### config.mk
export PLATFORM = sky130hd
export DESIGN_NAME = npm_cell
export DESIGN_NICKNAME = d
export VERILOG_FILES = /design/src/sv/npm_pkg.sv /design/src/sv/npm_cell.sv
export SDC_FILE = /design/constraint.sdc
export NUM_CORES = 1
export LEC_CHECK = 0
export ABC_AREA = 1
export BUFFER_PORTS_ARGS = -buffer_cell sky130_fd_sc_hd__buf_2
export CAP_MARGIN = 5
export CORE_ASPECT_RATIO = 0.6
export CORE_MARGIN = 4
export CORE_UTILIZATION = 55
export DETAILED_ROUTE_END_ITERATION = 10
export GPL_ROUTABILITY_DRIVEN = 0
export GPL_TIMING_DRIVEN = 0
export PLACE_DENSITY = 0.74
export REMOVE_ABC_BUFFERS = 1
export SLEW_MARGIN = 20
export SYNTH_ARGS = -nofsm -noshare
export SYNTH_HDL_FRONTEND = slang
export SYNTH_SLANG_ARGS = --single-unit
### constraint.sdc
create_clock -name aclk -period 12.25 [get_ports aclk]
set_clock_uncertainty 0.15 [all_clocks]
set_input_delay 2.45 -clock aclk [delete_from_list [all_inputs] [get_ports aclk]]
set_output_delay 2.45 -clock aclk [all_outputs]
set_load 0.05 [all_outputs]
### src/sv/npm_pkg.sv
// Package for the nearest point matcher: widths, action codes, scan states
// and the struct passed from the scan control to the distance pipeline.
// No dependencies.
package npm_pkg;

    localparam int MAX_POINTS  = 1024;
    localparam int COORD_BITS  = 24;
    localparam int ADDR_BITS   = $clog2(MAX_POINTS);
    localparam int COUNT_BITS  = 11;
    localparam int INDEX_BITS  = 10;
    localparam int DIST_BITS   = 50;
    localparam int DIFF_BITS   = COORD_BITS + 1;
    localparam int SQ_BITS     = 2 * DIFF_BITS;
    localparam int SUM_BITS    = SQ_BITS + 2;
    localparam int POINT_BITS  = 3 * COORD_BITS;
    localparam int CFG_IDX_BITS = 1;

    localparam logic [DIST_BITS-1:0] DIST_SAT = {DIST_BITS{1'b1}};

    typedef enum logic [1:0] {
        ACT_LOAD  = 2'd0,
        ACT_CLEAR = 2'd1,
        ACT_QUERY = 2'd2,
        ACT_NONE  = 2'd3
    } action_t;

    typedef enum logic [0:0] {
        CFG_ONE_TO_ONE = 1'b0,
        CFG_REF_COUNT  = 1'b1
    } cfg_reg_t;

    typedef enum logic [2:0] {
        ST_IDLE  = 3'd0,
        ST_SCAN  = 3'd1,
        ST_DRAIN = 3'd2,
        ST_OUT   = 3'd3,
        ST_CLEAR = 3'd4
    } state_t;

    // One scan slot travelling down the cell chain.
    typedef struct packed {
        logic                 valid;
        logic                 eligible;
        logic [ADDR_BITS-1:0] addr;
    } slot_t;

endpackage

### src/sv/npm_cell.sv
// One cell of the distance chain: squares one coordinate difference and adds
// it to the running sum handed in by the previous cell. Uses npm_pkg.
module npm_cell (
    input  logic                                  aclk,
    input  npm_pkg::slot_t                        slot_in,
    input  logic signed [npm_pkg::COORD_BITS-1:0] ref_coord,
    input  logic signed [npm_pkg::COORD_BITS-1:0] qry_coord,
    input  logic        [npm_pkg::SUM_BITS-1:0]   sum_in,
    output npm_pkg::slot_t                        slot_out,
    output logic        [npm_pkg::SUM_BITS-1:0]   sum_out
);
    logic signed [npm_pkg::DIFF_BITS-1:0] diff;
    logic        [npm_pkg::DIFF_BITS-1:0] mag;
    logic        [npm_pkg::SQ_BITS-1:0]   sq;
    npm_pkg::slot_t                       slot_reg;
    logic        [npm_pkg::SUM_BITS-1:0]  sum_reg;

    assign diff = npm_pkg::DIFF_BITS'(ref_coord) - npm_pkg::DIFF_BITS'(qry_coord);
    assign mag  = diff[npm_pkg::DIFF_BITS-1] ? npm_pkg::DIFF_BITS'(-diff)
                                             : npm_pkg::DIFF_BITS'(diff);
    assign sq   = mag * mag;

    always_ff @(posedge aclk) begin
        slot_reg <= slot_in;
        sum_reg  <= sum_in + npm_pkg::SUM_BITS'(sq);
    end

    assign slot_out = slot_reg;
    assign sum_out  = sum_reg;
endmodule

# Yosys cells after proc, flatten, opt, wreduce, memory -nomap -nowiden
# Index checks and enable logic that the tools add are counted.
# classes
n_addsub	3
n_mul	1
muxes	1
# ops
op	n
$add A52 B50 Y52	1
$mul A25 B25 Y50	1
$mux W25	1
$neg A25 Y25	1
$sub A24 B24 Y25	1
# word_totals
ff_bits	64
in_bits	113
output_inout_bits	64
elab_cells	9

# Depth between registers and ports, before layout
# Gate-level depths: netlist of the first run.
# logic_depth
word_depth	5
depth_mapped	48

# Least setup slack after synthesis of the first run
# No wires, ideal clock.
# synth_path
kind	input -> register
start	input port ref_coord[0] (netlist name)
end	register sum_reg, in the netlist sum_out[47]
setup_time_ps	72
t_arrival_ps	10097
t_required_ps	12028
path_slack_ps	1931
cell_stages	41
path_buffers	1
path_cell_list	inv_1 ha_1 fa_1 ha_1 a21boi_2 nand3_1 nor2_2 nand2_1 nor2_4 nand3_2 nor2_2 nand2_1 nand2_2 nand2_1 nand2_1 nand2_2 inv_2 buf_4 (+5 left out) inv_1 fa_1 inv_1 fa_1 inv_1 fa_1 inv_1 fa_1 ha_1 nand2_1 o21ai_0 a21oi_1 o21ai_0 a21oi_1 o21ai_0 nand3_1 nand2_1 xor2_1
# synth_between
elab_chain_len	5
# synth_lines
item	line	source
from (decl)	npm_cell.sv:6	input logic signed [npm_pkg::COORD_BITS-1:0] ref_coord,
$sub A24 B24 Y25 (*)	npm_cell.sv:18	assign diff = npm_pkg::DIFF_BITS'(ref_coord) - npm_pkg::DIFF_BITS'(qry_coord);
$neg A25 Y25	npm_cell.sv:19	assign mag = diff[npm_pkg::DIFF_BITS-1] ? npm_pkg::DIFF_BITS'(-diff)
$mux W25 (*)	npm_cell.sv:19	
$mul A25 B25 Y50 (*)	npm_cell.sv:21	assign sq = mag * mag;
$add A52 B50 Y52 (*)	npm_cell.sv:25	sum_reg <= sum_in + npm_pkg::SUM_BITS'(sq);
to (signal assigned)	npm_cell.sv:25	
to (decl)	npm_cell.sv:16	logic [npm_pkg::SUM_BITS-1:0] sum_reg;
# Mark *: on every way between the ends. The rest lies on a longest branch, timed or not.

# Final worst setup path of the first run
# Same ends and word-level chain as after synthesis.

==> impl_metrics.toml, run 1 <==
[setup_path]
critPathKind = "input pin to flop"
worstPathArrival_ns = 11.91
cp.required_ns = 12.36
max_stage_delay_ns = 0.55
critPathLaunchType = "input pin"
critPathMaxFanout = 26
worst_path_max_delay_cell = "fa_1"
end_kind = "flop"
cpMostUsedCell = "nand2_1"

[cts]
clock-sinks = 64
h-tree-depth = 3
clk_pin_slew_ns = 0.06
cts_root_buf = "clkbuf_16"
cts_tree = "done"
holdBufCountCts = 0
clockBufferDepth = 2
cts-buffers-inserted = 9

[die]
die-area_mm2 = 0.04543
dieHeight_um = 166.7
core_area_mm2 = 0.04094
rows = 57
die_x_um = 272.5
start_util = 0.5640
io_pins = 177

[drt]
wl_per_cell_um = 18.22
dr.pass1.iters = 6
ant_nets = 0
met3_length_um = 8180
num_vias = 18560
wl_met1_um = 26990
met2_wirelength_um = 27740
topRoutingLayerUsed = "met4"
vias_per_cell = 5.235
first_iter_violations = 1697
drc_errors = 0
drt_wl_total_um = 64580

[logic_synthesis]
syn_area_mm2 = 0.02309
synth_cell_types = 51
yosys_warnings = 0
yosysSeqAreaShare = 0.05549
synth_edf_count = 0
synth_area_per_cell_um2 = 8.228
synth_ff_type = "dfxtp_1"
syn-instance-count = 2806
synthArstFlopShare = 0
ys_ff_latch = 64

[status]
status = "complete, no violations"

[timing]
rsz0062_at_grt = "false"
slew_viol_final = 0
fin_crit_ns = 11.79
slew_headroom = 0.3012
max_freq_mhz = 84.79
hold_viol_final = 0
setup_viol = 0
layout_setup_ws_ns = 0.4568
worst_pin_slew_ns = 1.046
period_share = 0.9627

[global_routing]
antenna_found_initial = 0
grt_pass1_vias = 20190
grt-ovfl-total = 0
grt.total_usage = 0.2926
grt_max_degree = 27
grt_pass1_wl_um = 104900

[final_layout]
regArea_mm2 = 0.001281
finalNetCount = 3824
nFillCells = 3615
fin_area_mm2 = 0.02501
drive_above_1_share = 0.1085
finish.utilization = 0.6109
layout_commonest_cell = "inv_1"
diodes = 0
syn_to_final_growth_pct = 8.318
most-common-layout-cells = "827 x inv_1, 519 x fa_1, 430 x nand2_1"
multiInputGateArea_mm2 = 0.01841

[place]
pre_cts_ws_ns = -0.3367
place_area_mm2 = 0.02451
io_buffers = 176
place_hpwl_um = 54880

[hold_path]
min_path_type = "input pin to flop"

[flow_run]
maxCapViolations = 0
## cell type report
type / count / area share
inverter: 874 / 0.1321
timing repair buffer: 186 / 0.03822
multi-input combinational: 1845 / 0.7363
sequential: 64 / 0.05123
tap: 560 / 0.02802
clock inverter: 6 / 0.004603
clock buffer: 10 / 0.009556
## per-stage QoR
step           setup TNS (ns)  instances  hold WS (ns)
2_1_floorplan               0       2783         2.328
4_1_cts                     0       3535         2.057
5_1_grt                     0       3545         2.050
3_3_place_gp           -1.384       3519         2.402
3_5_place_dp           -3.162       3519         2.404
6_report                    0       3545         2.065
## state kept, by name (all words and copies together), names as in the netlist
register  count
slot_out     12
sum_out      52
## cell usage after synthesis (22+ instances only)
cell type  instances  share of area
a21oi_1           85          0.018
nand3_1           65          0.014
a31oi_1           22         0.0060
inv_1            831           0.14
inv_2             40         0.0065
buf_2             24         0.0052
fa_1             519           0.45
o21ai_0           37         0.0080
dfxtp_1           64          0.055
nand2_1          436          0.071
xor2_1            34          0.013
ha_1             212           0.11
nor2_1           250          0.041
xnor2_1           22         0.0083
## worst max-delay path: cells and delay by family
family          cells  cell delay, ns
buf+inv            10            1.31
fa+ha+maj          10            4.55
simple gates       15            2.21
compound gates      6            1.20
xor+xnor            1            0.14
## layer usage
metal	global-route usage	vias up
met5	0	-
met4	0.07573	0
met3	0.1116	133
met2	0.4405	945
met1	0.4019	9031
li1	-	8449
## path summary, 6_finish.rpt
kind | end | cells past startpoint | start | slack, ns
max | sum_out[47]$_DFF_P_ | 42 | ref_coord[0] | 0.46
min | slot_out[4]$_DFF_P_ | 1 | slot_in[4] | 2.06
## timing repair
action	CTS	global route
gates resized for setup	2	11
endpoints found under the setup margin	2	24
hold endpoints to repair	0	0
setup buffers	0	10
## cells by family after synthesis
logic type,share of synthesized area
AND/OR/NAND/NOR,0.1540
other,0.0003253
flip-flops,0.05549
AO/OA/AOI/OAI,0.04704
XOR/XNOR,0.02525
adder cells (fa/ha/maj),0.5649
buffers and inverters,0.1530
Power of run 1 is not shown: default switching activity piles up to over one toggle a cycle in this logic, so the estimate is an artifact.
==> inputs of run 2 (changes only) <==
Settings changed: ABC_AREA 1 to 0.
==> run 2 against run 1 <==
Effect of this change:
- design area increased by 3.1%
- die area is 2.0% lower
- first-iteration DRC count increased by 0.12%
- sequential share of layout area decreased by 0.15 points
- setup slack got worse by 0.19 ns
- critical path depth fell by 2
- maximum frequency down 1.6%
- clock-buffer cell count is 1 higher
- cell count fell by 7.5%
- synthesized cell count shrank 10%
==> impl_metrics.toml, run 2 <==
[timing]
hold_viol_final = 0
max_freq_mhz = 83.47
setup_viol = 0
holdWs_ns = 2.029
slew_headroom = 0.3731
fin_crit_ns = 11.98
period_share = 0.9779
worst_pin_slew_ns = 0.9332
slew_viol_final = 0

[logic_synthesis]
ys_top_cells_by_count = "684 x inv_1, 519 x fa_1, 223 x nand2_1"
syn_area_mm2 = 0.02260
synth_edf_count = 0
synth_ff_type = "dfxtp_1"
yosysSeqAreaShare = 0.05669
post-synth-top-count-cell = "inv_1"
synth_cell_types = 91
synth_top_area_share = 0.4597
synthTopCellsByArea = "fa_1 46%, ha_1 12%, inv_1 11%"
synth_top_cell_by_area = "fa_1"
ys_ff_latch = 64
synth_area_per_cell_um2 = 8.971
syn-instance-count = 2519
yosys_warnings = 0
synthArstFlopShare = 0

[die]
die_x_um = 269.7
rows = 57
dieHeight_um = 165.0
die-area_mm2 = 0.04450
core_area_mm2 = 0.04051
io_pins = 177
start_util = 0.5579

[drt]
vias_per_cell = 5.549
wl_per_cell_um = 19.24
drc_errors = 0
drt_wl_total_um = 63110
dr.pass1.iters = 6
first_iter_violations = 1699
ant_nets = 0
num_vias = 18200

[global_routing]
grt_max_degree = 26
grt_pass1_vias = 19160
grt-ovfl-total = 0
grt_pass1_wl_um = 99180
grt.total_usage = 0.2846
antenna_found_initial = 1

[place]
io_buffers = 176
place_hpwl_um = 50680

[setup_path]
critPathKind = "input pin to flop"
critPathMaxFanout = 9
end_kind = "flop"
max_stage_delay_ns = 0.55
cpMostUsedCell = "fa_1"
worst_path_max_delay_cell = "fa_1"
worstPathArrival_ns = 12.13
critPathLaunchType = "input pin"
cp.required_ns = 12.40

[final_layout]
nFillCells = 3253
layout_commonest_cell = "inv_1"
drive_above_1_share = 0.1521
regArea_mm2 = 0.001281
most-common-layout-cells = "672 x inv_1, 519 x fa_1, 220 x nand2_1"
multiInputGateArea_mm2 = 0.01913
syn_to_final_growth_pct = 14.04
largest_register_ffs = 52
finalNetCount = 3587

[cts]
clock-sinks = 64
cts_tree = "done"
h-tree-depth = 3
holdBufCountCts = 0
clockBufferDepth = 2
cts_root_buf = "clkbuf_16"
cts-buffers-inserted = 9
clk_pin_slew_ns = 0.06

[status]
status = "complete, no violations"

[flow_run]
maxCapViolations = 0

[hold_path]
min_path_type = "input pin to flop"
run 2: path summary, 6_finish.rpt:
path | from | end | slack (ns) | cells past startpoint
max | ref_coord[0] | sum_out[48]$_DFF_P_ | 0.27 | 40
min | slot_in[8] | slot_out[8]$_DFF_P_ | 2.03 | 1
run 2: per-stage QoR:
stage,utilization,setup WS (ns),std cells,setup TNS (ns),cell area (um2)
after global routing,0.6362,-0.1023,3280,-0.2641,25770
after CTS,0.6157,0.01444,3221,0,24940
after detailed placement,0.5973,-1.950,3183,-32.08,24200
final,0.6362,0.2701,3280,0,25770
after floorplan,-,0.3322,2461,0,22320
after global placement,0.5891,-2.592,3168,-53.66,23870
run 2: final cells by class:
cell class,count,share of cell area
well taps,531,0.02578
flip-flops and latches,64,0.04971
repair buffers,269,0.06714
inverters,693,0.1037
multi-input cells,1705,0.7421
clock inverters,5,0.001505
repair inverters,1,0.0001942
diodes,1,0.00009710
clock buffers,11,0.009807
run 2: what timing repair did:
| item | 4_1_cts | 5_1_grt |
|---|---|---|
| pin swaps | 7 | 15 |
| setup buffers | 21 | 57 |
| resized for setup | 44 | 77 |
| endpoints found under the setup margin | 26 | 19 |
| cloned | 1 | 1 |
run 2: cells by family after synthesis:
family,Yosys count,synth area share
AO/OA/AOI/OAI,278,0.08476
XOR/XNOR,89,0.03516
adder cells (fa/ha/maj),731,0.5771
buffers and inverters,769,0.1304
flip-flops,64,0.05669
multiplexers,4,0.001938
other,2,0.0003323
AND/OR/NAND/NOR,582,0.1136
run 2: per-layer routing:
metal / GRT usage / routed length, um / vias up
met2: 0.4398 / 27560 / 1124
met1: 0.3920 / 25440 / 8890
met3: 0.09409 / 8262 / 170
met4: 0.07230 / 1842 / 0
met5: 0 / 0 / -
li1: - / - / 8017
run 2: worst max-delay path, delay by kind of cell:
family / cells / cell delay, ns
adders and majority gates: 10 / 4.39
and+or+nand+nor: 8 / 1.79
buffers and inverters: 10 / 1.09
AOI/OAI and AO/OA: 10 / 2.01
xor gates and xnor gates: 2 / 0.38
Power of run 2 is left out for the same reason.
