<file path="src/sv/npm_pkg.sv">
// Package for the nearest point matcher: widths, action codes, scan states
// and the struct passed from the scan control to the distance pipeline.
// No dependencies.
package npm_pkg;

    localparam int MAX_POINTS  = 1024;
    localparam int COORD_BITS  = 24;
    localparam int ADDR_BITS   = $clog2(MAX_POINTS);
    localparam int COUNT_BITS  = 11;
    localparam int INDEX_BITS  = 10;
    localparam int DIST_BITS   = 50;
    localparam int DIFF_BITS   = COORD_BITS + 1;
    localparam int SQ_BITS     = 2 * DIFF_BITS;
    localparam int SUM_BITS    = SQ_BITS + 2;
    localparam int POINT_BITS  = 3 * COORD_BITS;
    localparam int CFG_IDX_BITS = 1;

    localparam logic [DIST_BITS-1:0] DIST_SAT = {DIST_BITS{1'b1}};

    typedef enum logic [1:0] {
        ACT_LOAD  = 2'd0,
        ACT_CLEAR = 2'd1,
        ACT_QUERY = 2'd2,
        ACT_NONE  = 2'd3
    } action_t;

    typedef enum logic [0:0] {
        CFG_ONE_TO_ONE = 1'b0,
        CFG_REF_COUNT  = 1'b1
    } cfg_reg_t;

    typedef enum logic [2:0] {
        ST_IDLE  = 3'd0,
        ST_SCAN  = 3'd1,
        ST_DRAIN = 3'd2,
        ST_OUT   = 3'd3,
        ST_CLEAR = 3'd4
    } state_t;

    // One scan slot travelling down the cell chain.
    typedef struct packed {
        logic                 valid;
        logic                 eligible;
        logic [ADDR_BITS-1:0] addr;
    } slot_t;

endpackage

</file>
<file path="src/sv/npm_best.sv">
// Best-candidate tracker at the end of the chain: saturates the distance,
// keeps the smallest one with ties to the later entry. Uses npm_pkg.
module npm_best (
    input  logic                             aclk,
    input  logic                             start,
    input  npm_pkg::slot_t                   slot_in,
    input  logic [npm_pkg::SUM_BITS-1:0]     sum_in,
    output logic                             found,
    output logic [npm_pkg::ADDR_BITS-1:0]    best_addr,
    output logic [npm_pkg::DIST_BITS-1:0]    best_dist
);
    logic                           found_reg, found_next;
    logic [npm_pkg::ADDR_BITS-1:0]  addr_reg, addr_next;
    logic [npm_pkg::DIST_BITS-1:0]  dist_reg, dist_next;
    logic [npm_pkg::DIST_BITS-1:0]  dist_sat;

    assign dist_sat = (sum_in > npm_pkg::SUM_BITS'(npm_pkg::DIST_SAT))
                      ? npm_pkg::DIST_SAT : npm_pkg::DIST_BITS'(sum_in);

    always_comb begin
        found_next = found_reg;
        addr_next  = addr_reg;
        dist_next  = dist_reg;
        if (start) begin
            found_next = 1'b0;
            addr_next  = '0;
            dist_next  = '0;
        end else if (slot_in.valid && slot_in.eligible &&
                     (!found_reg || dist_sat <= dist_reg)) begin
            found_next = 1'b1;
            addr_next  = slot_in.addr;
            dist_next  = dist_sat;
        end
    end

    always_ff @(posedge aclk) begin
        found_reg <= found_next;
        addr_reg  <= addr_next;
        dist_reg  <= dist_next;
    end

    assign found     = found_reg;
    assign best_addr = addr_reg;
    assign best_dist = dist_reg;
endmodule

</file>
<file path="config.mk">
export PLATFORM = sky130hd
export DESIGN_NAME = npm_best
export DESIGN_NICKNAME = d
export VERILOG_FILES = /design/src/sv/npm_pkg.sv /design/src/sv/npm_best.sv
export SDC_FILE = /design/constraint.sdc
export NUM_CORES = 1
export LEC_CHECK = 0
export ABC_AREA = 1
export BUFFER_PORTS_ARGS = -buffer_cell sky130_fd_sc_hd__buf_2
export CORE_AREA = 2 2 102 104
export CTS_CLUSTER_SIZE = 24
export DETAILED_ROUTE_END_ITERATION = 10
export DIE_AREA = 0 0 104 106
export PLACE_DENSITY_LB_ADDON = 0.12
export SKIP_CTS_REPAIR_TIMING = 1
export SYNTH_ARGS = -nofsm -noshare
export SYNTH_HDL_FRONTEND = slang
export SYNTH_SLANG_ARGS = --single-unit
</file>
<file path="constraint.sdc">
create_clock -name aclk -period 2.6 [get_ports aclk]
set_input_delay 0.13 -clock aclk [delete_from_list [all_inputs] [get_ports aclk]]
set_output_delay 0.13 -clock aclk [all_outputs]
set_load 0.05 [all_outputs]
</file>
Word level (Yosys, flattened, before mapping)

Index checks and enable logic that the tools add are counted.
W data, S select, Z words.

Add/sub/neg operators: 0
$mul: 0
Div/mod/pow operators: 0
$lt $le $gt $ge: 2
Equal/unequal tests: 0
Shift operators: 0
Mux-type cells: 1
Bitwise gates (word level): 0
Reductions and logical operators: 4

Operators with widths:

| cell                   | number |
|---|---|
| $gt A52 B50 Y1 const B | 1 |
| $le A50 B50 Y1         | 1 |
| $mux W50               | 1 |
| $logic_and A1 B1 Y1    | 2 |
| $logic_not A1 Y1       | 1 |
| $logic_or A1 B1 Y1     | 1 |

Register bits: 61
Latch bits: 0
Memory bits (writable): 0
Memory bits (read-only): 0
Output and inout bits: 61
Memories: 0

Depth between registers and ports, before layout

Gate-level depths: netlist of the first run.

Depth after elaboration: 5
Depth in mapped cells: 22

Worst setup path after synthesis of the first run

No wires, ideal clock.

Kind: flip-flop to flip-flop
Start: reg dist_reg, in the netlist best_dist[49]
End: reg dist_reg, in the netlist best_dist[11]
Setup time: 0.117 ns
Arrival time: 2.133 ns
Data required time: 2.483 ns
Slack: 0.350 ns
Cell stages (with the launch flop): 15
Period minus slack after synthesis: 2.250 ns
Path through: dfxtp_1 -> inv_1 -> ha_1 -> nand2_1 -> nor2_2 -> inv_2 -> nor2_1 -> and2_1 -> nand2_1 -> nand3_1 -> nand2_2 -> buf_6 -> buf_2 -> a21oi_1 -> nor2_1

Cells in the longest elaborated chain, start to end: 3

Ends and longest elaborated chain:

| item                   | RTL line       | RTL |
|---|---|---|
| from (decl)            | npm_best.sv:14 | `logic [npm_pkg::DIST_BITS-1:0] dist_reg, dist_next;` |
| from (signal assigned) | npm_best.sv:39 | `dist_reg <= dist_next;` |
| $le A50 B50 Y1         | npm_best.sv:29 | `(!found_reg \|\| dist_sat <= dist_reg)) begin` |
| $logic_or A1 B1 Y1     | npm_best.sv:29 |  |
| $logic_and A1 B1 Y1    | npm_best.sv:28 | `end else if (slot_in.valid && slot_in.eligible &&` |

No other way between the ends.
A chain may end at the register's enable or synchronous reset.

Worst setup path after layout of the first run

Start: in sum_in[51] (netlist name)
End: reg dist_reg, in the netlist best_dist[40]

Cells in the longest elaborated chain, start to end: 5

Ends and longest elaborated chain:

| item                        | RTL line       | RTL |
|---|---|---|
| from (decl)                 | npm_best.sv:7  | `input logic [npm_pkg::SUM_BITS-1:0] sum_in,` |
| $gt A52 B50 Y1              | npm_best.sv:17 | `assign dist_sat = (sum_in > npm_pkg::SUM_BITS'(npm_pkg::DIST_SAT))` |
| $mux W50                    | npm_best.sv:18 | `? npm_pkg::DIST_SAT : npm_pkg::DIST_BITS'(sum_in);` |
| named net dist_sat, one bit | npm_best.sv:15 | `logic [npm_pkg::DIST_BITS-1:0] dist_sat;` |
| $le A50 B50 Y1              | npm_best.sv:29 |  |
| $logic_or A1 B1 Y1          | npm_best.sv:29 |  |
| $logic_and A1 B1 Y1         | npm_best.sv:28 |  |

The timed path passes the listed nets, and every way through them passes these cells.

==> results of run 1 <==
[layer usage]
| layer | GRT usage (%) | vias up | routed length [µm] |
|---|---|---|---|
| met5 | 0 | - | 0 |
| li1 | - | 2357 | - |
| met4 | 8.301 | 0 | 183 |
| met3 | 4.047 | 14 | 653 |
| met2 | 33.93 | 115 | 4825 |
| met1 | 23.88 | 1946 | 4900 |
[kinds of logic after synthesis]
kind of cell               share of synthesized area [%]
adders and majority gates                          14.02
AOI/OAI and AO/OA                                  10.04
buffers and inverters                              15.31
and+or+nand+nor                                    33.28
DFF                                                27.36
[path summary, 6_finish.rpt]
path                               startpoint            end  slack [ns]  cells after the start
worst max-delay path               sum_in[51]  best_dist[40]        0.33                     19
worst min-delay path               slot_in[6]   best_addr[6]         0.1                      5
worst max register to register  best_dist[41]  best_dist[40]        0.47                     12
worst min register to register   best_addr[0]   best_addr[0]        0.49                      2
[power by group through the flow]
stage	Sequential, µW	Clock [µW]	Combinational, µW
floorplan	1320	0	414
global placement	1080	0	856
detailed placement	1080	0	872
CTS	1060	1000	875
global route	1070	1040	968
finish	1060	973	868
[layout by cell type (no fill, tap or decap), types with 2 or more instances in the layout]
cell and n:
bufinv_16 2, nor2_2 3, clkbuf_8 11, o21ai_0 3
clkinv_2 2, and2_1 2, nand3_2 31, nor2_1 127
nand3_1 37, dfxtp_1 61, inv_2 4, o21a_1 2
buf_12 5, nand2_1 119, a21oi_1 79, buf_4 6
ha_1 50, buf_2 126, a21o_1 2, inv_1 126
nand4_1 3
[metrics by stage]
step	setup TNS [ns]	cells	total power, µW	utilization [%]
2_1_floorplan	0	690	1729	-
3_3_place_gp	0	926	1933	52.25
3_5_place_dp	-0.1000	926	1951	52.25
4_1_cts	0	942	2935	54.50
5_1_grt	0	943	3080	54.60
6_report	0	943	2898	54.60
[worst max-delay path, delay by kind of cell]
| kind | cells | cell delay (ns) |
|---|---|---|
| and+or+nand+nor | 11 | 1.18 |
| buffers and inverters | 6 | 0.69 |
| adders and majority gates | 1 | 0.29 |
| AOI/OAI and AO/OA | 1 | 0.17 |
[final cells by class]
cell class,instances,area share [%]
flip-flops and latches,61,22.36
clock buffers,12,2.841
repair buffers,138,14.39
multi-input cells,461,46.95
inverters,131,9.051
clock inverters,4,1.283
well taps,136,3.116
==> results.md, run 1 <==
| Result | This run |
| --- | --- |
| Slew headroom | 56.48% |
| Area of all placed cells without fillers | 5460 µm² |
| Flip-flop cell with the highest count after synthesis | dfxtp_1 |
| Max FFs per register | 50 |
| Sequential area share after synthesis | 27.36% |
| Biggest area consumer among synthesized cells | dfxtp_1 |
| Number of DRC violations after detailed-routing iteration 0 | 190 |
| Maxcap violations | 0 |
| Combinational share of power | 29.9% |
| Dominant cell type by count on the critical path | nor2_1 |
| Post-Synthesis Cells | 690 |
| Type of element capturing the critical path | flop |
| Type of origin of the critical path | input port |
| Commonest cells in the netlist | 127 x inv_1, 127 x nor2_1, 119 x nand2_1, 79 x a21oi_1, 61 x dfxtp_1 |
| Placed instance area | 5225 µm² |
| GR Overflow Total | 0 |
| Minimum clock period | 2.271 ns |
| Placement-stage worst setup slack | -0.02534 ns |
| Overall global routing resource usage | 19.68% |
| Area contributors post-synth | dfxtp_1 27%, ha_1 14%, inv_1 11%, nor2_1 11%, nand2_1 10% |
| Total detailed-routing wirelength | 10.56 mm |
| Insertion delay of the later-clocked pin in the worst-skew pair | 0.34 ns |
| HPWL reported at the end of detailed placement | 7.858 mm |
| Max VDD drop | 270.4 µV |
| Placeable core region | 10000 µm² |
| Flip-flop and latch area | 1221 µm² |
| Setup-violating endpoint count in the final report | 0 |
| Arrival time at the worst endpoint | 2.51 ns |
| Total of buffers placed on input and output ports | 126 |
| Number of hold violations in the final report | 0 |
| Buffer levels on the longest clock path | 2 |
| Count of flip-flops with a built-in enable after synthesis | 0 |
| Horiz. Die Dim | 104 µm |
| Max Fclk | 0.4404 GHz |
| RD Place Congestion | 0.8108 |
| I/O pins | 127 |
| DRC violations left | 0 |
| Hold Path Class | input port to flop |
| Number of clock sinks seen by CTS | 61 |
| Seq pwr share | 36.5% |
| Largest clock skew in the final design | 0.009258 ns |
| Crit-path cells | buf_2 > nor2_1 > inv_2 > buf_4 > nor2_1 > inv_1 > ha_1 > nand2_1 > inv_1 > nand3_1 > nor2_1 > nand3_1 > nor2_1 > nand2_1 > nand3_1 > nand2_4 > buf_12 > a21oi_1 > nor2_1 |
| Multi-input gate area | 2564 µm² |
| Cell internal pwr | 1871 µW |
| Slew @ Worst Pin | 0.6528 ns |
| Clock tree from TritonCTS | yes |
| YS warnings | 0 |
| Total of flip-flops plus latches after synthesis | 61 |
| Net count of the mapped netlist | 806 |
| Remaining antenna violation count after routing | 0 |
| RSZ-0062 raised after global routing | no |
| Number of H-tree branching levels | 3 |
| Number of placement rows | 37 |
| Antenna violations before repair | 0 |
| Routed WL per cell | 11.20 µm |
| Maximum number of pins on one net before global-route repair | 56 |
| Final-stage net count | 918 |
| Post-detailed-route via-to-cell ratio | 4.700 |
| Fill cell count | 1,029 |
| Clock power frac | 33.6% |
| Clock transition at the registers of the reported paths | 0.07 ns |
| Die height | 106 µm |
| Worst-path fanout max | 42 |
| Number of global-route vias before repair | 4,181 |
| Netlist cell types | 24 |
| Starting density of the core | 44.63% |
| Share of the synthesized area in the top cell type | 27.36% |
| Status | completed |
| Max-slew violation count | 0 |
| Switching power | 1027 µW |
| Cts bufs inserted | 9 |
| Crit path largest cell delay | 0.29 ns |
| Async set-or-reset flop fraction in the synthesized netlist | 0% |
| Wire length of the first global-routing pass | 18.06 mm |
| Worst-case hold slack | 0.09885 ns |
| Class of the most critical setup path | input port to flop |
| Pwr Density | 530.8 nW/µm² |
| Area Growth Syn to Fin | 22.34% |
| Leakage power | 0.002698 µW |
| Worst path required time | 2.84 ns |
| Drt pass-1 iters | 4 |
| Final critical-path share of the clock period | 87.34% |
| Sw Share | 35.44% |
| Vias after detailed routing | 4,432 |
| Clock tree root buffer cell | clkbuf_8 |
| Inserted Diodes | 0 |
| Library cell contributing the largest single delay on the critical path | ha_1 |
| Synthesized area divided by synthesized cell count | 6.468 µm² |
| Layout cell share with drive strength beyond 1 | 23.92% |
| Final WS setup | 0.3291 ns |
| Area of the die | 11,020 µm² |
| Mapped cell area | 4463 µm² |
Power figures use the tool's default switching activity.
==> inputs of run 2 (changes only) <==
Clock period 2.6 ns to 2 ns, I/O delays scaled along.
==> results.md, run 2 (synthesis gave the netlist of run 1 again) <==
| Result | This run |
| --- | --- |
| Clock tree root buffer cell | clkbuf_8 |
| DRC violations left | 0 |
| Switching power | 1505 µW |
| Setup-violating endpoint count in the final report | 60 |
| Max Fclk | 0.4504 GHz |
| Placeable core region | 10000 µm² |
| Die height | 106 µm |
| Status | finished with violations |
| Post-detailed-route via-to-cell ratio | 4.805 |
| Combinational share of power | 35.1% |
| Insertion delay of the later-clocked pin in the worst-skew pair | 0.35 ns |
| Largest clock skew in the final design | 0.01278 ns |
| HPWL reported at the end of detailed placement | 8.016 mm |
| Type of origin of the critical path | input port |
| Remaining antenna violation count after routing | 0 |
| Class of the most critical setup path | input port to flop |
| Layout cell share with drive strength beyond 1 | 45.93% |
| Area of all placed cells without fillers | 6739 µm² |
| Worst-case hold slack | 0.06331 ns |
| Final WS setup | -0.2204 ns |
| Minimum clock period | 2.220 ns |
| Max FFs per register | 50 |
| Slew @ Worst Pin | 0.5950 ns |
| Source of the worst hold timing path | slot_in[1] |
| GR Overflow Total | 0 |
| Wire length of the first global-routing pass | 19.13 mm |
| Slew headroom | 60.28% |
| Most used cells in the layout excluding fill and tap cells | 126 x buf_2, 124 x inv_1, 112 x nand2_1 |
| Total detailed-routing wirelength | 13.34 mm |
| Cell internal pwr | 2631 µW |
| Worst-path fanout max | 15 |
| Clock power frac | 31.4% |
| Final-stage net count | 984 |
| Vias after detailed routing | 4,848 |
| Inst Count DP | 968 |
| Number of placement rows | 37 |
| Starting density of the core | 44.63% |
| Final design utilization | 67.39% |
| Inserted Diodes | 0 |
| Worst reg2reg startpoint | best_dist[37] |
| Maxcap violations | 0 |
| Leading cell type in the layout, fill and taps excluded | buf_2 |
| Worst path required time | 2.25 ns |
| Overall global routing resource usage | 20.84% |
| Drt pass-1 iters | 4 |
| Placed instance area | 5774 µm² |
| Seq pwr share | 33.5% |
| Antenna violations before repair | 0 |
| Total of buffers placed on input and output ports | 126 |
| Register-to-Register Path Depth | 14 |
| Clock transition at the registers of the reported paths | 0.08 ns |
| Number of clock sinks seen by CTS | 61 |
| Library cell contributing the largest single delay on the critical path | ha_1 |
| Crit path largest cell delay | 0.32 ns |
| Hold worst-path end | best_addr[1] |
| Buffer levels on the longest clock path | 2 |
| Number of hold violations in the final report | 0 |
| Dominant cell type by count on the critical path | nor2_2 |
| FF-to-FF setup slack | -0.21 ns |
| Horiz. Die Dim | 104 µm |
| Crit Reg-Reg Endpoint | best_dist[42] |
| Final critical-path share of the clock period | 111.0% |
| Type of element capturing the critical path | flop |
| Number of H-tree branching levels | 3 |
| Cts bufs inserted | 9 |
| Count of non-filler cells in the finished layout | 1,009 |
| Sw Share | 36.38% |
| Max-slew violation count | 0 |
| Total power of the final layout | 4136 µW |
| I/O pins | 127 |
| Number of cells on the worst hold path | 5 |
| Leakage power | 0.003180 µW |
| Clock tree from TritonCTS | yes |
| RD Place Congestion | 0.7893 |
| Area of the die | 11,020 µm² |
| Maximum number of pins on one net before global-route repair | 61 |
| Routed WL per cell | 13.22 µm |
| Number of DRC violations after detailed-routing iteration 0 | 184 |
| Hold Path Class | input port to flop |
| Pwr Density | 613.7 nW/µm² |
| Violated checks | negative setup slack |
| Number of global-route vias before repair | 4,464 |
| RSZ-0062 raised after global routing | yes |
| Area Growth Syn to Fin | 51.00% |
| Crit-path cells | buf_2 > nor2_4 > inv_4 > buf_12 > nor2_2 > inv_1 > ha_1 > nand2_1 > inv_1 > nand3_2 > nor2_2 > nand3_2 > nor2_2 > nand2_2 > nand3_4 > nand2_8 > clkbuf_16 > a21oi_1 > nor2_1 |
| Fill cell count | 920 |
| Max VDD drop | 341.2 µV |
| Arrival time at the worst endpoint | 2.47 ns |
==> run 2: changes by cell type in the layout (fill, tap and decap cells not counted), sizes merged <==
| cell | change |
|---|---|
| clkbuf | +9 |
| buf | +56 |
| nand2 | +2 |
| clkinv | -2 |
| clkinvlp | +1 |
==> run 2: worst max path at each step <==
stage                          endpoint          start  slack (ns)  cells past startpoint
after floorplan            best_dist[0]     sum_in[51]       -0.04                     19
after CTS                 best_dist[27]  best_dist[11]       -0.15                     14
final                     best_dist[42]     sum_in[51]       -0.22                     19
after detailed placement   best_addr[3]     sum_in[51]       -0.44                     18
after global routing      best_dist[33]     sum_in[51]       -0.35                     20
after global placement    best_dist[48]     sum_in[51]       -0.36                     19
==> run 2: metrics by stage <==
step	setup TNS, ns	worst slack (ns)
detailed placement	-23.51	-0.4397
global placement	-20.55	-0.3583
global route	-18.94	-0.3528
finish	-11.24	-0.2204
floorplan	-1.942	-0.03594
CTS	-5.827	-0.1520
==> run 2: power by group through the flow <==
stage / Sequential (µW) / Combinational (µW) / Clock [µW]
after detailed placement: 1410 / 1220 / 0
after floorplan: 1720 / 582 / 0
after global routing: 1400 / 1590 / 1360
after global placement: 1410 / 1200 / 0
after CTS: 1390 / 1220 / 1330
final: 1390 / 1450 / 1300
==> run 2: area by class of cell <==
cell class                 instances  area (µm²)  share of cell area, %
sequential                        61        1308                  19.40
tap                              136       170.2                  2.525
timing repair buffer             202        1479                  21.95
clock buffer                      13       158.9                  2.358
clock inverter                     3       67.56                  1.003
multi-input combinational        463        3059                  45.40
inverter                         131       496.7                  7.371
==> run 2: critical path: cells and delay by family <==
| family | cells | cell delay, ns |
|---|---|---|
| AND/OR/NAND/NOR | 11 | 1.18 |
| buffers and inverters | 6 | 0.71 |
| adder cells (fa/ha/maj) | 1 | 0.32 |
| AO/OA/AOI/OAI | 1 | 0.12 |
==> run 2: per-layer routing <==
metal | global-route usage, % | vias up | routed length (µm)
met3 | 5.702 | 16 | 678
met4 | 7.432 | 0 | 213
met5 | 0 | - | 0
met1 | 24.68 | 2223 | 5832
met2 | 36.28 | 111 | 6614
li1 | - | 2498 | -
